--- src/design/wfe_pkg.sv ---
// Shared types, register indexes and the CRC-8 byte update for the WAKE frame encoder.
// Used by wfe_cfg_regs and wake_frame_encoder. No dependencies.
`timescale 1ns / 1ps

package wfe_pkg;

    // Configuration register indexes
    localparam logic [3:0] CFG_FRAME_END       = 4'd0;
    localparam logic [3:0] CFG_ESCAPE          = 4'd1;
    localparam logic [3:0] CFG_ESCAPED_END     = 4'd2;
    localparam logic [3:0] CFG_ESCAPED_ESCAPE  = 4'd3;
    localparam int unsigned CFG_INDEX_W        = 4;

    // Reset values of the escape codes
    localparam logic [7:0] RST_FRAME_END       = 8'hC0;
    localparam logic [7:0] RST_ESCAPE          = 8'hDB;
    localparam logic [7:0] RST_ESCAPED_END     = 8'hDC;
    localparam logic [7:0] RST_ESCAPED_ESCAPE  = 8'hDD;

    // CRC-8 constants
    localparam logic [7:0] CRC_INIT            = 8'hFF;
    localparam logic [7:0] CRC_POLY            = 8'h31;

    // Input item kinds carried on tuser
    localparam logic OP_HEADER  = 1'b0;
    localparam logic OP_PAYLOAD = 1'b1;

    // Current escape code set
    typedef struct packed {
        logic [7:0] frame_end;
        logic [7:0] escape;
        logic [7:0] escaped_end;
        logic [7:0] escaped_escape;
    } t_codes;

    // One byte through the MSB-first CRC-8 with polynomial 0x31.
    function automatic logic [7:0] crc8_byte(input logic [7:0] crc, input logic [7:0] b);
        logic [7:0] c;
        c = crc ^ b;
        for (int i = 0; i < 8; i++) begin
            if (c[7]) begin
                c = {c[6:0], 1'b0} ^ CRC_POLY;
            end else begin
                c = {c[6:0], 1'b0};
            end
        end
        return c;
    endfunction

endpackage

--- src/design/wfe_cfg_regs.sv ---
// Escape code register file of the WAKE frame encoder.
// Depends on wfe_pkg for the register indexes, reset values and t_codes.
`timescale 1ns / 1ps

module wfe_cfg_regs (
    input  logic                               i_clk,
    input  logic                               i_rst_n,
    input  logic                               i_cfg_valid,
    input  logic [wfe_pkg::CFG_INDEX_W-1:0]    i_cfg_index,
    input  logic [7:0]                         i_cfg_data,
    output wfe_pkg::t_codes                    o_codes
);
    import wfe_pkg::*;

    t_codes r_codes;

    // Writes to an index outside the register list are dropped.
    always_ff @(posedge i_clk) begin
        if (!i_rst_n) begin
            r_codes.frame_end      <= RST_FRAME_END;
            r_codes.escape         <= RST_ESCAPE;
            r_codes.escaped_end    <= RST_ESCAPED_END;
            r_codes.escaped_escape <= RST_ESCAPED_ESCAPE;
        end else if (i_cfg_valid) begin
            unique case (i_cfg_index)
                CFG_FRAME_END:      r_codes.frame_end      <= i_cfg_data;
                CFG_ESCAPE:         r_codes.escape         <= i_cfg_data;
                CFG_ESCAPED_END:    r_codes.escaped_end    <= i_cfg_data;
                CFG_ESCAPED_ESCAPE: r_codes.escaped_escape <= i_cfg_data;
                default: ;
            endcase
        end
    end

    assign o_codes = r_codes;

endmodule

--- src/design/wake_frame_encoder.sv ---
// Top level of the WAKE frame encoder: item register, byte sequencer, stuffing and CRC-8.
// Depends on wfe_pkg and wfe_cfg_regs.
`timescale 1ns / 1ps

// Usage:
// The slave stream takes items: tuser[0] is the kind (0 header, 1 payload byte),
// tdata carries address, command, length and payload. A header opens a frame and
// sends the marker byte, the stuffed address, command and length, and the stuffed
// CRC-8 at once when length is 0. Each payload byte goes out stuffed; after the
// last declared one the stuffed CRC closes the frame (tuser[0] high on its last
// beat). A payload item with no frame open gives one beat with tuser[1] set and
// tdata zero. tlast marks the last beat caused by each item.
// An accepted item is held in the item register; its first beat then moves into the
// output register once that can take it, and is offered on the master side from there.
// Throughput: one wire byte per cycle while the master side is ready, set by the output
// byte register. An item makes 1 or 2 beats for a payload byte without the
// CRC, up to 4 with it, 4 to 9 for a header. The next item is taken in the cycle
// the last beat of the current one moves into the output register.
// A stalled master side holds its beat; the sequencer waits with it.
// Synchronous reset restores the default WAKE codes, closes any frame and empties
// the item and output registers. The config port is always ready; write it only
// while the block is idle.
module wake_frame_encoder (
    input  logic                               i_clk,
    input  logic                               i_rst_n,
    // Slave stream
    input  logic                               i_s_tvalid,
    output logic                               o_s_tready,
    input  logic [31:0]                        i_s_tdata,   // address, command, length, payload
    input  logic [0:0]                         i_s_tuser,   // op
    // Master stream
    output logic                               o_m_tvalid,
    input  logic                               i_m_tready,
    output logic [7:0]                         o_m_tdata,   // out_byte
    output logic [1:0]                         o_m_tuser,   // frame_end, error
    output logic                               o_m_tlast,   // run_last
    // Configuration writes
    input  logic                               i_cfg_valid,
    output logic                               o_cfg_ready,
    input  logic [wfe_pkg::CFG_INDEX_W-1:0]    i_cfg_index,
    input  logic [7:0]                         i_cfg_data
);
    import wfe_pkg::*;

    typedef enum logic [2:0] {
        SEQ_MARK,
        SEQ_ADDR,
        SEQ_CMD,
        SEQ_LEN,
        SEQ_DATA,
        SEQ_CRC
    } t_seq;

    t_codes     w_codes;

    // Item register and sequencer state
    logic       r_busy,  n_busy;
    t_seq       r_seq,   n_seq;
    logic       r_half,  n_half;
    logic [7:0] r_addr,  n_addr;
    logic [7:0] r_cmd,   n_cmd;
    logic [7:0] r_len,   n_len;
    logic [7:0] r_pay,   n_pay;
    // Frame state
    logic [7:0] r_crc,   n_crc;
    logic [7:0] r_left,  n_left;
    logic       r_open,  n_open;
    // Output register
    logic       r_ov,    n_ov;
    logic [7:0] r_obyte, n_obyte;
    logic       r_ofe,   n_ofe;
    logic       r_olast, n_olast;
    logic       r_oerr,  n_oerr;

    logic       w_adv;
    logic       w_work;
    logic [7:0] w_raw;
    logic       w_err;
    logic       w_stuff;
    logic       w_done;
    logic       w_last_raw;
    logic [7:0] w_beat;
    logic [7:0] w_crc_in;
    logic [7:0] w_crc_next;
    logic       w_take;

    wfe_cfg_regs u_cfg (
        .i_clk       (i_clk),
        .i_rst_n     (i_rst_n),
        .i_cfg_valid (i_cfg_valid),
        .i_cfg_index (i_cfg_index),
        .i_cfg_data  (i_cfg_data),
        .o_codes     (w_codes)
    );

    assign o_cfg_ready = 1'b1;

    // The output register can take a beat when empty or being drained.
    assign w_adv  = !r_ov || i_m_tready;
    assign w_work = r_busy && w_adv;

    // Raw byte of the current sequence step.
    always_comb begin
        unique case (r_seq)
            SEQ_MARK: w_raw = w_codes.frame_end;
            SEQ_ADDR: w_raw = r_addr;
            SEQ_CMD:  w_raw = r_cmd;
            SEQ_LEN:  w_raw = r_len;
            SEQ_DATA: w_raw = r_pay;
            SEQ_CRC:  w_raw = r_crc;
            default:  w_raw = 8'h00;
        endcase
    end

    // Stuffing: the marker goes out plain, an error beat is zero, and a byte equal
    // to a marker or escape code takes two beats.
    assign w_err   = (r_seq == SEQ_DATA) && !r_open;
    assign w_stuff = (r_seq != SEQ_MARK) && !w_err &&
                     ((w_raw == w_codes.frame_end) || (w_raw == w_codes.escape));
    assign w_done  = !w_stuff || r_half;

    always_comb begin
        if (w_err) begin
            w_beat = 8'h00;
        end else if (w_stuff && !r_half) begin
            w_beat = w_codes.escape;
        end else if (w_stuff) begin
            w_beat = (w_raw == w_codes.frame_end) ? w_codes.escaped_end
                                                  : w_codes.escaped_escape;
        end else begin
            w_beat = w_raw;
        end
    end

    // Whether this raw byte is the last one caused by the item.
    always_comb begin
        unique case (r_seq)
            SEQ_MARK, SEQ_ADDR, SEQ_CMD: w_last_raw = 1'b0;
            SEQ_LEN:  w_last_raw = (r_len != 8'h00);
            SEQ_DATA: w_last_raw = w_err || (r_left != 8'h01);
            SEQ_CRC:  w_last_raw = 1'b1;
            default:  w_last_raw = 1'b1;
        endcase
    end

    // CRC runs over unstuffed bytes; a header restarts it from the initial value.
    assign w_crc_in   = (r_seq == SEQ_MARK) ? CRC_INIT : r_crc;
    assign w_crc_next = crc8_byte(w_crc_in, w_raw);

    assign o_s_tready = !r_busy || (w_work && w_done && w_last_raw);
    assign w_take     = i_s_tvalid && o_s_tready;

    // Next state of sequencer, frame state and output register
    always_comb begin
        n_busy  = r_busy;
        n_seq   = r_seq;
        n_half  = r_half;
        n_addr  = r_addr;
        n_cmd   = r_cmd;
        n_len   = r_len;
        n_pay   = r_pay;
        n_crc   = r_crc;
        n_left  = r_left;
        n_open  = r_open;
        n_ov    = r_ov;
        n_obyte = r_obyte;
        n_ofe   = r_ofe;
        n_olast = r_olast;
        n_oerr  = r_oerr;

        if (w_work) begin
            n_half = w_stuff && !r_half;
            if (w_done) begin
                unique case (r_seq)
                    SEQ_MARK: begin
                        n_crc = w_crc_next;
                        n_seq = SEQ_ADDR;
                    end
                    SEQ_ADDR: begin
                        n_crc = w_crc_next;
                        n_seq = SEQ_CMD;
                    end
                    SEQ_CMD: begin
                        n_crc = w_crc_next;
                        n_seq = SEQ_LEN;
                    end
                    SEQ_LEN: begin
                        n_crc  = w_crc_next;
                        n_left = r_len;
                        n_open = 1'b1;
                        n_seq  = SEQ_CRC;
                    end
                    SEQ_DATA: begin
                        if (!w_err) begin
                            n_crc  = w_crc_next;
                            n_left = r_left - 8'h01;
                        end
                        n_seq = SEQ_CRC;
                    end
                    SEQ_CRC: begin
                        n_crc  = CRC_INIT;
                        n_left = 8'h00;
                        n_open = 1'b0;
                    end
                    default: ;
                endcase
                if (w_last_raw) begin
                    n_busy = 1'b0;
                end
            end
        end

        if (w_adv) begin
            n_ov = r_busy;
            if (r_busy) begin
                n_obyte = w_beat;
                n_ofe   = (r_seq == SEQ_CRC) && w_done;
                n_olast = w_done && w_last_raw;
                n_oerr  = w_err;
            end
        end

        if (w_take) begin
            n_busy = 1'b1;
            n_half = 1'b0;
            n_seq  = (i_s_tuser[0] == OP_PAYLOAD) ? SEQ_DATA : SEQ_MARK;
            n_addr = i_s_tdata[7:0];
            n_cmd  = i_s_tdata[15:8];
            n_len  = i_s_tdata[23:16];
            n_pay  = i_s_tdata[31:24];
        end
    end

    // State and registered outputs
    always_ff @(posedge i_clk) begin
        if (!i_rst_n) begin
            r_busy <= 1'b0;
            r_seq  <= SEQ_MARK;
            r_half <= 1'b0;
            r_crc  <= CRC_INIT;
            r_left <= 8'h00;
            r_open <= 1'b0;
            r_ov   <= 1'b0;
        end else begin
            r_busy <= n_busy;
            r_seq  <= n_seq;
            r_half <= n_half;
            r_crc  <= n_crc;
            r_left <= n_left;
            r_open <= n_open;
            r_ov   <= n_ov;
        end
        r_addr  <= n_addr;
        r_cmd   <= n_cmd;
        r_len   <= n_len;
        r_pay   <= n_pay;
        r_obyte <= n_obyte;
        r_ofe   <= n_ofe;
        r_olast <= n_olast;
        r_oerr  <= n_oerr;
    end

    assign o_m_tvalid = r_ov;
    assign o_m_tdata  = r_obyte;
    assign o_m_tuser  = {r_oerr, r_ofe};
    assign o_m_tlast  = r_olast;

endmodule

--- config.mk ---
export PLATFORM = sky130hd
export DESIGN_NAME = wake_frame_encoder
export DESIGN_NICKNAME = d
export VERILOG_FILES = /design/src/design/wfe_pkg.sv /design/src/design/wfe_cfg_regs.sv /design/src/design/wake_frame_encoder.sv
export SDC_FILE = /design/constraint.sdc
export NUM_CORES = 1
export LEC_CHECK = 0
export BUFFER_PORTS_ARGS = -buffer_cell sky130_fd_sc_hd__buf_2
export CELL_PAD_IN_SITES_DETAIL_PLACEMENT = 1
export CELL_PAD_IN_SITES_GLOBAL_PLACEMENT = 2
export CORE_AREA = 5 5 129 131
export CTS_BUF_LIST = sky130_fd_sc_hd__clkbuf_8
export CTS_CLUSTER_SIZE = 24
export DETAILED_ROUTE_END_ITERATION = 8
export DIE_AREA = 0 0 134 136
export GPL_TIMING_DRIVEN = 0
export PLACE_DENSITY = 0.86
export SLEW_MARGIN = 30
export SYNTH_ARGS = -nofsm -noshare
export SYNTH_HDL_FRONTEND = slang
export SYNTH_SLANG_ARGS = --single-unit
--- constraint.sdc ---
create_clock -name i_clk -period 3.6 [get_ports i_clk]
set_input_delay 0.72 -clock i_clk [delete_from_list [all_inputs] [get_ports i_clk]]
set_output_delay 0.72 -clock i_clk [all_outputs]
set_load 0.03 [all_outputs]
# Word level (Yosys, flattened, before mapping)

Index checks and enable logic that the tools add are counted.
Widths: inputs -> output; s select.

$add $sub $neg: 1
Eq/ne operators: 12
Muxes and demuxes: 28
Bitwise gates (word level): 10
Reduce and logical (&&, ||, !) cells: 46

Operator list:

| cell                | number |
|---|---|
| $mux 6              | 8 |
| $mux 8              | 6 |
| $pmux 8 s3          | 2 |
| $pmux 8 s6          | 1 |
| $not 3->3           | 8 |
| $eq 8x8->1          | 2 |
| $mux 3              | 4 |
| $pmux 3 s4          | 1 |
| $logic_and 1x1->1   | 10 |
| $reduce_and 2->1    | 5 |
| $reduce_and 3->1    | 3 |
| $reduce_bool 3->1   | 3 |
| $eq 4x2->1 const B  | 2 |
| $ne 8x1->1 const B  | 1 |
| $reduce_and 4->1    | 2 |
| $reduce_bool 2->1   | 4 |
| $reduce_bool 8->1   | 1 |
| $sub 8x1->8 const B | 1 |
| $xor 8x8->8         | 1 |
| $eq 3x2->1 const B  | 2 |
| $eq 3x3->1 const B  | 2 |
| $logic_not 1->1     | 6 |
| $logic_or 1x1->1    | 5 |
| $reduce_bool 5->1   | 1 |
| other kinds (12)    | 16 |

Register bits after elaboration: 98
Input bits: 50
Output and inout bits: 14
Word-level logic and storage cells: 116

# Longest topological paths before layout

Gate-level depths: netlist of run 1.

Depth after elaboration: 21
Mapped depth: 13
Gate-level depth less buffers: 9

# Cells and area by module

Synthesis of run 1 repeated with hierarchy kept, for this count alone.

Cell total of the unflattened synthesis: 537
Area, all modules: 5262.5 um^2

By module, submodules not included:

| module             | times used | cells each | area each (um^2) | seq. area each (um^2) |
|---|---|---|---|---|
| wake_frame_encoder | 1          | 407        | 3940.0           | 1751.7 |
| wfe_cfg_regs       | 1          | 130        | 1322.5           | 640.6 |

# Worst setup path before layout of run 1

OpenSTA, ideal clock, no wires.

Kind: register -> register
From: reg r_seq[1]
To: reg r_addr[0], enable pin
Setup time: 0.424 ns
Arrival time: 3.108 ns
Required time: 3.176 ns
Slack: 0.068 ns
Cell stages (with the launch flop): 11
Buffers on the path: 3
Clock period less this slack: 3.532 ns
Cell sequence: dfxtp_1 -> buf_6 -> buf_6 -> buf_4 -> a211oi_1 -> a21oi_4 -> xnor2_1 -> nor4_4 -> nand4_4 -> a21oi_2 -> nor3_2

Longest elaborated chain between the ends: 11
Elaborated cells between the ends (all ways): 24
Classes of those cells: eq/ne (7); mux (2); reduce/logical (15)

RTL lines:

| element                                                      | line                                                 | source |
|---|---|---|
| start, declared                                              | wake_frame_encoder.sv:58                             | `t_seq r_seq, n_seq;` |
| start signal, assigned                                       | wake_frame_encoder.sv:246                            | `r_seq <= n_seq;` |
| $eq 3x3->1, or another cell as far along                     | wake_frame_encoder.sv:104                            | `unique case (r_seq)` |
| $pmux 8 s6 / $logic_and 1x1->1 (equally long branches)       | wake_frame_encoder.sv:104, wake_frame_encoder.sv:117 |  |
| $eq 8x8->1 / $logic_not 1->1 (equally long branches)         | n/a                                                  |  |
| $logic_or 1x1->1 / $logic_and 1x1->1 (equally long branches) | wake_frame_encoder.sv:119, wake_frame_encoder.sv:118 |  |
| $logic_and 1x1->1                                            | wake_frame_encoder.sv:118                            | `assign w_stuff = (r_seq != SEQ_MARK) && !w_err &&` |
| $logic_not 1->1                                              | wake_frame_encoder.sv:120                            | `assign w_done = !w_stuff \|\| r_half;` |
| $logic_or 1x1->1                                             | wake_frame_encoder.sv:120                            |  |
| $logic_and 1x1->1                                            | wake_frame_encoder.sv:150                            | `assign o_s_tready = !r_busy \|\| (w_work && w_done && w_last_raw);` |
| $logic_and 1x1->1 *                                          | wake_frame_encoder.sv:150                            |  |
| $logic_or 1x1->1 *                                           | wake_frame_encoder.sv:150                            |  |
| $logic_and 1x1->1 *                                          | wake_frame_encoder.sv:151                            | `assign w_take = i_s_tvalid && o_s_tready;` |
| end signal, assigned                                         | wake_frame_encoder.sv:253                            | `r_addr <= n_addr;` |
| end, declared                                                | wake_frame_encoder.sv:60                             | `logic [7:0] r_addr, n_addr;` |

Every way passes the cells marked *; elsewhere a longest branch is shown, timed or not.
A chain may end at the register's enable or synchronous reset.

# Worst setup path in the final report of run 1

From: reg r_seq[2]
To: out o_s_tready

Longest elaborated chain between the ends: 10
Elaborated cells between the ends (all ways): 23
Classes of those cells: eq/ne (7); mux (2); reduce/logical (14)

RTL lines:

| element                                                      | line                                                 | source |
|---|---|---|
| $eq 3x3->1, or another cell as far along                     | wake_frame_encoder.sv:104                            |  |
| $pmux 8 s6 / $logic_and 1x1->1 (equally long branches)       | wake_frame_encoder.sv:104, wake_frame_encoder.sv:117 |  |
| $eq 8x8->1 / $logic_not 1->1 (equally long branches)         | n/a                                                  |  |
| $logic_or 1x1->1 / $logic_and 1x1->1 (equally long branches) | wake_frame_encoder.sv:119, wake_frame_encoder.sv:118 |  |
| $logic_and 1x1->1                                            | wake_frame_encoder.sv:118                            |  |
| $logic_not 1->1                                              | wake_frame_encoder.sv:120                            |  |
| $logic_or 1x1->1                                             | wake_frame_encoder.sv:120                            |  |
| $logic_and 1x1->1                                            | wake_frame_encoder.sv:150                            |  |
| $logic_and 1x1->1 *                                          | wake_frame_encoder.sv:150                            |  |
| $logic_or 1x1->1 *                                           | wake_frame_encoder.sv:150                            |  |
| end, declared                                                | wake_frame_encoder.sv:28                             | `output logic o_s_tready,` |

Marks and branches as above.

==> flow_summary.ini, run 1 <==
[synth]
synthesis.area_mm2 = 0.005090
synth-seq-cells = 98
async_flop_share = 0
synth_edf_count = 43
synthCells = 518
ys.warnings.count = 0
synth_nets = 570
avgSynthCellArea_um2 = 9.826
synth_flop_cell = dfxtp_1
yosysSeqAreaShare = 0.4700
ys_types = 74

[setup_path]
startpoint = r_seq[2]$_SDFFE_PN0P_
setup.worst_path.class = reg2out
r2r_cells = 12
cp-endpoint = o_s_tready
cp-start-kind = flip-flop
cp_max_fo = 10
r2r_start = r_seq[2]$_SDFFE_PN0P_
rr_endpoint = o_m_tdata[1]$_SDFFCE_PP0P_
ff2ff_setup_slack_ps = 300
worst-endpoint-arrival_ps = 2760
crit_required_ps = 2880
cp-end-kind = output port

[power]
irDropWorstVdd_mv = 0.2146
p_sw_mw = 0.8795
power_mw = 2.905
p_per_area_mw_per_mm2 = 474.5
p_leak_nw = 2.398
p_sw_frac = 0.3028
comb_power_share = 0.253
p_int_mw = 2.025
clockPowerShare = 0.302
seqPwrFrac = 0.445

[cells_and_area]
num_antenna_cells = 0
regArea_mm2 = 0.002396
area_delta_synth_final_pct = 20.28
multi_input_area_mm2 = 0.002527
num-nets-final = 659
drive_gt1_frac = 0.2549
finalNonFillerCells = 804
nFillCells = 1747

[status]
status = complete, no violations

[global_route]
grt_pass1_vias = 4475
grt_overflow = 0
grtUsageTotal = 0.1714
grt_antenna_before_repair = 0
grt_pass1_wl_um = 24290
grt_max_degree = 18

[floorplanning]
dieArea_mm2 = 0.01822
initial_core_util = 0.3288
dieHeight_um = 136
core_mm2 = 0.01548
num_io_pins = 64
dieWidth_um = 134
num_rows = 46

[drt]
post_drt_wl_per_cell_um = 19.08
route.vias.total = 4256
finalWirelength_um = 15340
dr.pass1.iters = 4
drcViolationCount = 0
detail-route-antenna-nets = 0
drtIter0Drc = 218
viasPerCell = 5.294

[clock_tree]
ctsLongestPathBuffers = 2
cts_buffers = 9
insertion_delay_ps = 390
clock_sink_count = 98
root_buffer = clkbuf_8
htree_levels = 3
cts.reportedPaths.clkPinSlew_ps = 100
cts_tree = built

[placement]
place.gp.congestion = 0.8864
dp_hpwl_um = 11470
dp.cells = 773
portBuffers = 61

[sta]
slew_headroom = 0.5776
hold_viol_final = 0
finClkSkew_ps = 11.07
hold_ws_ps = 458.3
fin_crit_ps = 3477
fmax_mhz = 287.6
period_share = 0.9659
drv_slew = 0
finalSetupViolCount = 0
tightest_slew_ps = 633.5

[run]
drv_cap = 0

[hold_path]
hp-class = reg2reg
hp-start = u_cfg.o_codes[9]$_SDFFE_PN0P_
## flip-flops by register name, summed over array words and instances (netlist names), 3 cells and up
name           flops
r_left             8
r_cmd              8
r_seq              3
r_len              8
r_addr             8
u_cfg.o_codes     32
o_m_tdata          8
r_crc              8
r_pay              8
## logic make-up (layout without fill, tap and decap cells)
family | count (synthesis) | in the layout | share of synthesized area
mux | 32 | 32 | 0.06490
flops | 98 | 98 | 0.4700
xor+xnor | 36 | 36 | 0.06760
buf+inv | 48 | 142 | 0.05334
fa+ha+maj | 2 | 2 | 0.004916
simple gates | 194 | 194 | 0.1858
compound gates | 107 | 107 | 0.1527
other cells | 1 | 1 | 0.0007368
## cell usage in the layout, fill, tap and decap left out, types with 4 or more instances in the layout
cell type  count
a211oi_2       5
buf_6         10
buf_4         22
inv_1         14
clkbuf_1      12
a21o_1         7
nand2_1       76
xor2_1         9
dfxtp_1       52
buf_2         64
xnor2_1       23
nor3_1        10
a21oi_4        4
a21oi_1       30
edfxtp_1      43
o31ai_1        7
o311ai_0       5
nor2_1        43
a31oi_1        7
nor4_1         8
nand3_1       25
mux2i_1       27
a22oi_1        4
o21ai_1        5
o21ai_0        5
clkbuf_8      10
## worst min path at each step
| stage | end | cells after the start | slack, ps |
|---|---|---|---|
| after global routing | r_len[4]$_DFFE_PP_ | 1 | 470 |
| after floorplan | u_cfg.o_codes[8]$_SDFFE_PN0P_ | 2 | 430 |
| after detailed placement | u_cfg.o_codes[9]$_SDFFE_PN0P_ | 2 | 450 |
| final | u_cfg.o_codes[9]$_SDFFE_PN0P_ | 2 | 460 |
| after global placement | u_cfg.o_codes[9]$_SDFFE_PN0P_ | 2 | 440 |
| after CTS | u_cfg.o_codes[9]$_SDFFE_PN0P_ | 2 | 460 |
## Yosys cell counts (all sizes together), types with 12 or more instances
master  number  share of area
dfxtp       55           0.22
edfxtp      43           0.25
mux2i       27          0.053
buf         20          0.033
nand2       78          0.058
a21oi       37          0.044
nor2        43          0.032
xnor2       25          0.046
nand3       25          0.025
inv         14          0.010
o21ai       12          0.012
nor3        12          0.014
clkbuf      12         0.0088
## power by group through the flow
stage          combinational, mW  clock, mW  sequential, mW
2_1_floorplan              0.484          0            1.32
3_3_place_gp               0.657          0            1.32
3_5_place_dp               0.681          0            1.32
4_1_cts                    0.723      0.892            1.29
5_1_grt                    0.792      0.944            1.30
6_report                   0.735      0.877            1.29
## critical path: stages (launching register included)
cell and delay [ps]:
dfxtp_2 380, buf_6 150, mux2_4 320, a21oi_2 180
o211ai_4 140, xor2_1 180, nor4_2 310, nand4_2 230
a21oi_4 210, nor2_1 80, buf_2 190
## layout make-up
cell class                 count  share of cell area
clock buffer                  10             0.02248
inverter                      16             0.01001
multi-input combinational    372              0.4128
sequential                    98              0.3914
timing repair buffer          78             0.07194
tap                          192             0.03924
buffer                        32             0.03495
clock inverter                 6             0.01717
## repair_timing
action / in CTS / in global routing
pin swaps: 5 / 5
hold buffers: 0 / 0
hold endpoints to repair: 0 / 0
endpoints found under the setup margin: 1 / 1
resized for setup: 16 / 6
setup buffers: 8 / 7
## per-stage QoR
step | worst slack, ps | setup TNS (ps) | cell area, um2 | util
3_5_place_dp | 114.7 | 0 | 5664 | 0.3658
5_1_grt | -7.470 | -7.470 | 6122 | 0.3954
3_3_place_gp | -961.5 | -33990 | 5635 | 0.3640
4_1_cts | 63.32 | 0 | 6053 | 0.3910
6_report | 122.9 | 0 | 6122 | 0.3954
2_1_floorplan | 68.22 | 0 | 5090 | -
## metal layers
layer / global-route usage / wire length (um)
met2: 0.2914 / 7587
met5: 0 / 0
met3: 0.03146 / 600
met1: 0.2201 / 6866
met4: 0.05829 / 283
No activity file was read; power rests on OpenSTA's default activity.
==> run 2, diff against run 1 <==
- CORE_AREA: 5 5 129 131 -> 5 5 131 133
- CTS_BUF_LIST: sky130_fd_sc_hd__clkbuf_8 -> default
- DIE_AREA: 0 0 134 136 -> 0 0 136 138
- PLACE_DENSITY: 0.86 -> 0.84
==> flow_summary.ini, run 2 (synthesis results as in run 1) <==
[status]
status = complete, no violations

[setup_path]
cp_max_fo = 10
startpoint = r_seq[2]$_SDFFE_PN0P_
worst-endpoint-arrival_ps = 2700
path_depth = 11
crit_buf_inv = 3
cp-start-kind = flip-flop
cp_slowest_cell = dfxtp_2
rr_endpoint = o_m_tdata[3]$_SDFFCE_PP0P_
r2r_cells = 13
cp-end-kind = output port
slowest_delay_ps = 360
cp-endpoint = o_s_tready
ff2ff_setup_slack_ps = 380
r2r_start = r_seq[2]$_SDFFE_PN0P_
crit_required_ps = 2880
critical_path.cell_chain = buf_6, buf_6, mux2i_1, a211oi_2, a21oi_4, xnor2_1, nor4_2, nand4_2, a21oi_4, nor2_1, buf_2
path_delay_family = simple AND/OR/NAND/NOR gates
setup.worst_path.class = reg2out

[global_route]
grt_overflow = 0
grt_max_degree = 18
grt_antenna_before_repair = 0
grt_pass1_wl_um = 24540
grtUsageTotal = 0.1651
grt_pass1_vias = 4467

[clock_tree]
cts.reportedPaths.clkPinSlew_ps = 70
clock_sink_count = 98
postCtsHoldBufs = 0
cts_buffers = 9
htree_levels = 3
insertion_delay_ps = 350
root_buffer = clkbuf_16
cts_tree = built
ctsLongestPathBuffers = 2

[sta]
tightest_slew_ps = 653.1
finalSetupViolCount = 0
fin_setup_tns_ps = 0
drv_slew = 0
rsz0062_at_grt = no
hold_ws_ps = 457.7
slew_headroom = 0.5630
fmax_mhz = 292.4
finClkSkew_ps = 10.05
hold_viol_final = 0
fin_crit_ps = 3420
period_share = 0.9500

[cells_and_area]
drive_gt1_frac = 0.2459
finish.utilization = 0.3927
num_antenna_cells = 0
num-nets-final = 653
most-common-layout-cells = 77 x nand2_1, 64 x buf_2, 52 x dfxtp_1
largest_reg_flops = 32
layout_commonest_cell = nand2_1
area_delta_synth_final_pct = 21.21

[drt]
viasPerCell = 5.103
post_drt_wl_per_cell_um = 18.63
drcViolationCount = 0
route.vias.total = 4195
drtIter0Drc = 268
top_layer = met4
dr.pass1.iters = 4
wl_met1_um = 7034
finalWirelength_um = 15310
detail-route-antenna-nets = 0
routed-wl-met3_um = 625
dr_wl_met2_um = 7406

[power]
p_per_area_mw_per_mm2 = 490.5
p_leak_nw = 2.413
power_mw = 3.026
irDropWorstVdd_mv = 0.2545

[hold_path]
hp-class = reg2reg
hp-start = u_cfg.o_codes[13]$_SDFFE_PN0P_

[run]
drv_cap = 0

[floorplanning]
num_io_pins = 64
num_rows = 46
initial_core_util = 0.3239
core_mm2 = 0.01571
dieHeight_um = 138
dieWidth_um = 136
dieArea_mm2 = 0.01877

[placement]
dp_hpwl_um = 11460
portBuffers = 61
place.gp.congestion = 0.8834
run 2: how the worst min path moves through the flow:
| stage | endpoint | slack [ps] | cells past startpoint |
|---|---|---|---|
| 4_1_cts | u_cfg.o_codes[13]$_SDFFE_PN0P_ | 460 | 2 |
| 6_report | u_cfg.o_codes[13]$_SDFFE_PN0P_ | 460 | 2 |
| 5_1_grt | u_cfg.o_codes[10]$_SDFFE_PN1P_ | 490 | 2 |
| 3_3_place_gp | u_cfg.o_codes[9]$_SDFFE_PN0P_ | 440 | 2 |
| 2_1_floorplan | u_cfg.o_codes[8]$_SDFFE_PN0P_ | 430 | 2 |
| 3_5_place_dp | u_cfg.o_codes[13]$_SDFFE_PN0P_ | 450 | 2 |
run 2: timing repair:
| action | in CTS | in global routing |
|---|---|---|
| endpoints found under the setup margin | 1 | 1 |
| gates resized for setup | 13 | 8 |
| pin swaps | 4 | 6 |
| setup buffers | 6 | 3 |
run 2: area by class of cell:
cell class / instances / area, um2
clock buffer: 13 / 292.8
tap: 216 / 270.3
buffer: 32 / 214.0
multi-input combinational: 372 / 2524
inverter: 16 / 61.31
fill: 1792 / 9543
sequential: 98 / 2396
timing repair buffer: 72 / 395.4
clock inverter: 3 / 16.27
run 2: layer usage:
metal | GRT usage | vias up
li1 | - | 2010
met1 | 0.2222 | 2087
met2 | 0.2683 | 83
met3 | 0.02939 | 15
met4 | 0.05252 | 0
met5 | 0 | -
run 2: report_power, final:
part	switching (mW)	total (mW)	leakage (nW)	internal, mW
Clock	0.432	1.00	0.158	0.571
Sequential	0.0526	1.29	0.859	1.24
Combinational	0.425	0.729	1.40	0.304
run 2: worst reg2reg max path: stages, from the launching register on:
cell,delay (ps)
dfxtp_2,360
buf_6,160
buf_6,180
mux2i_1,230
a211oi_2,110
a21oi_4,190
xnor2_1,100
nor4_2,300
nand4_2,220
buf_4,210
buf_6,150
mux2_1,340
mux2i_1,250
mux2i_1,140
run 2: metrics by stage:
step                area, um2  std cells  worst slack, ps
finish                   6170        822            180.1
global route             6170        822            16.71
CTS                      6115        819           0.1452
detailed placement       5694        797            144.1
global placement         5665        795           -975.7
floorplan                5090        518            68.22
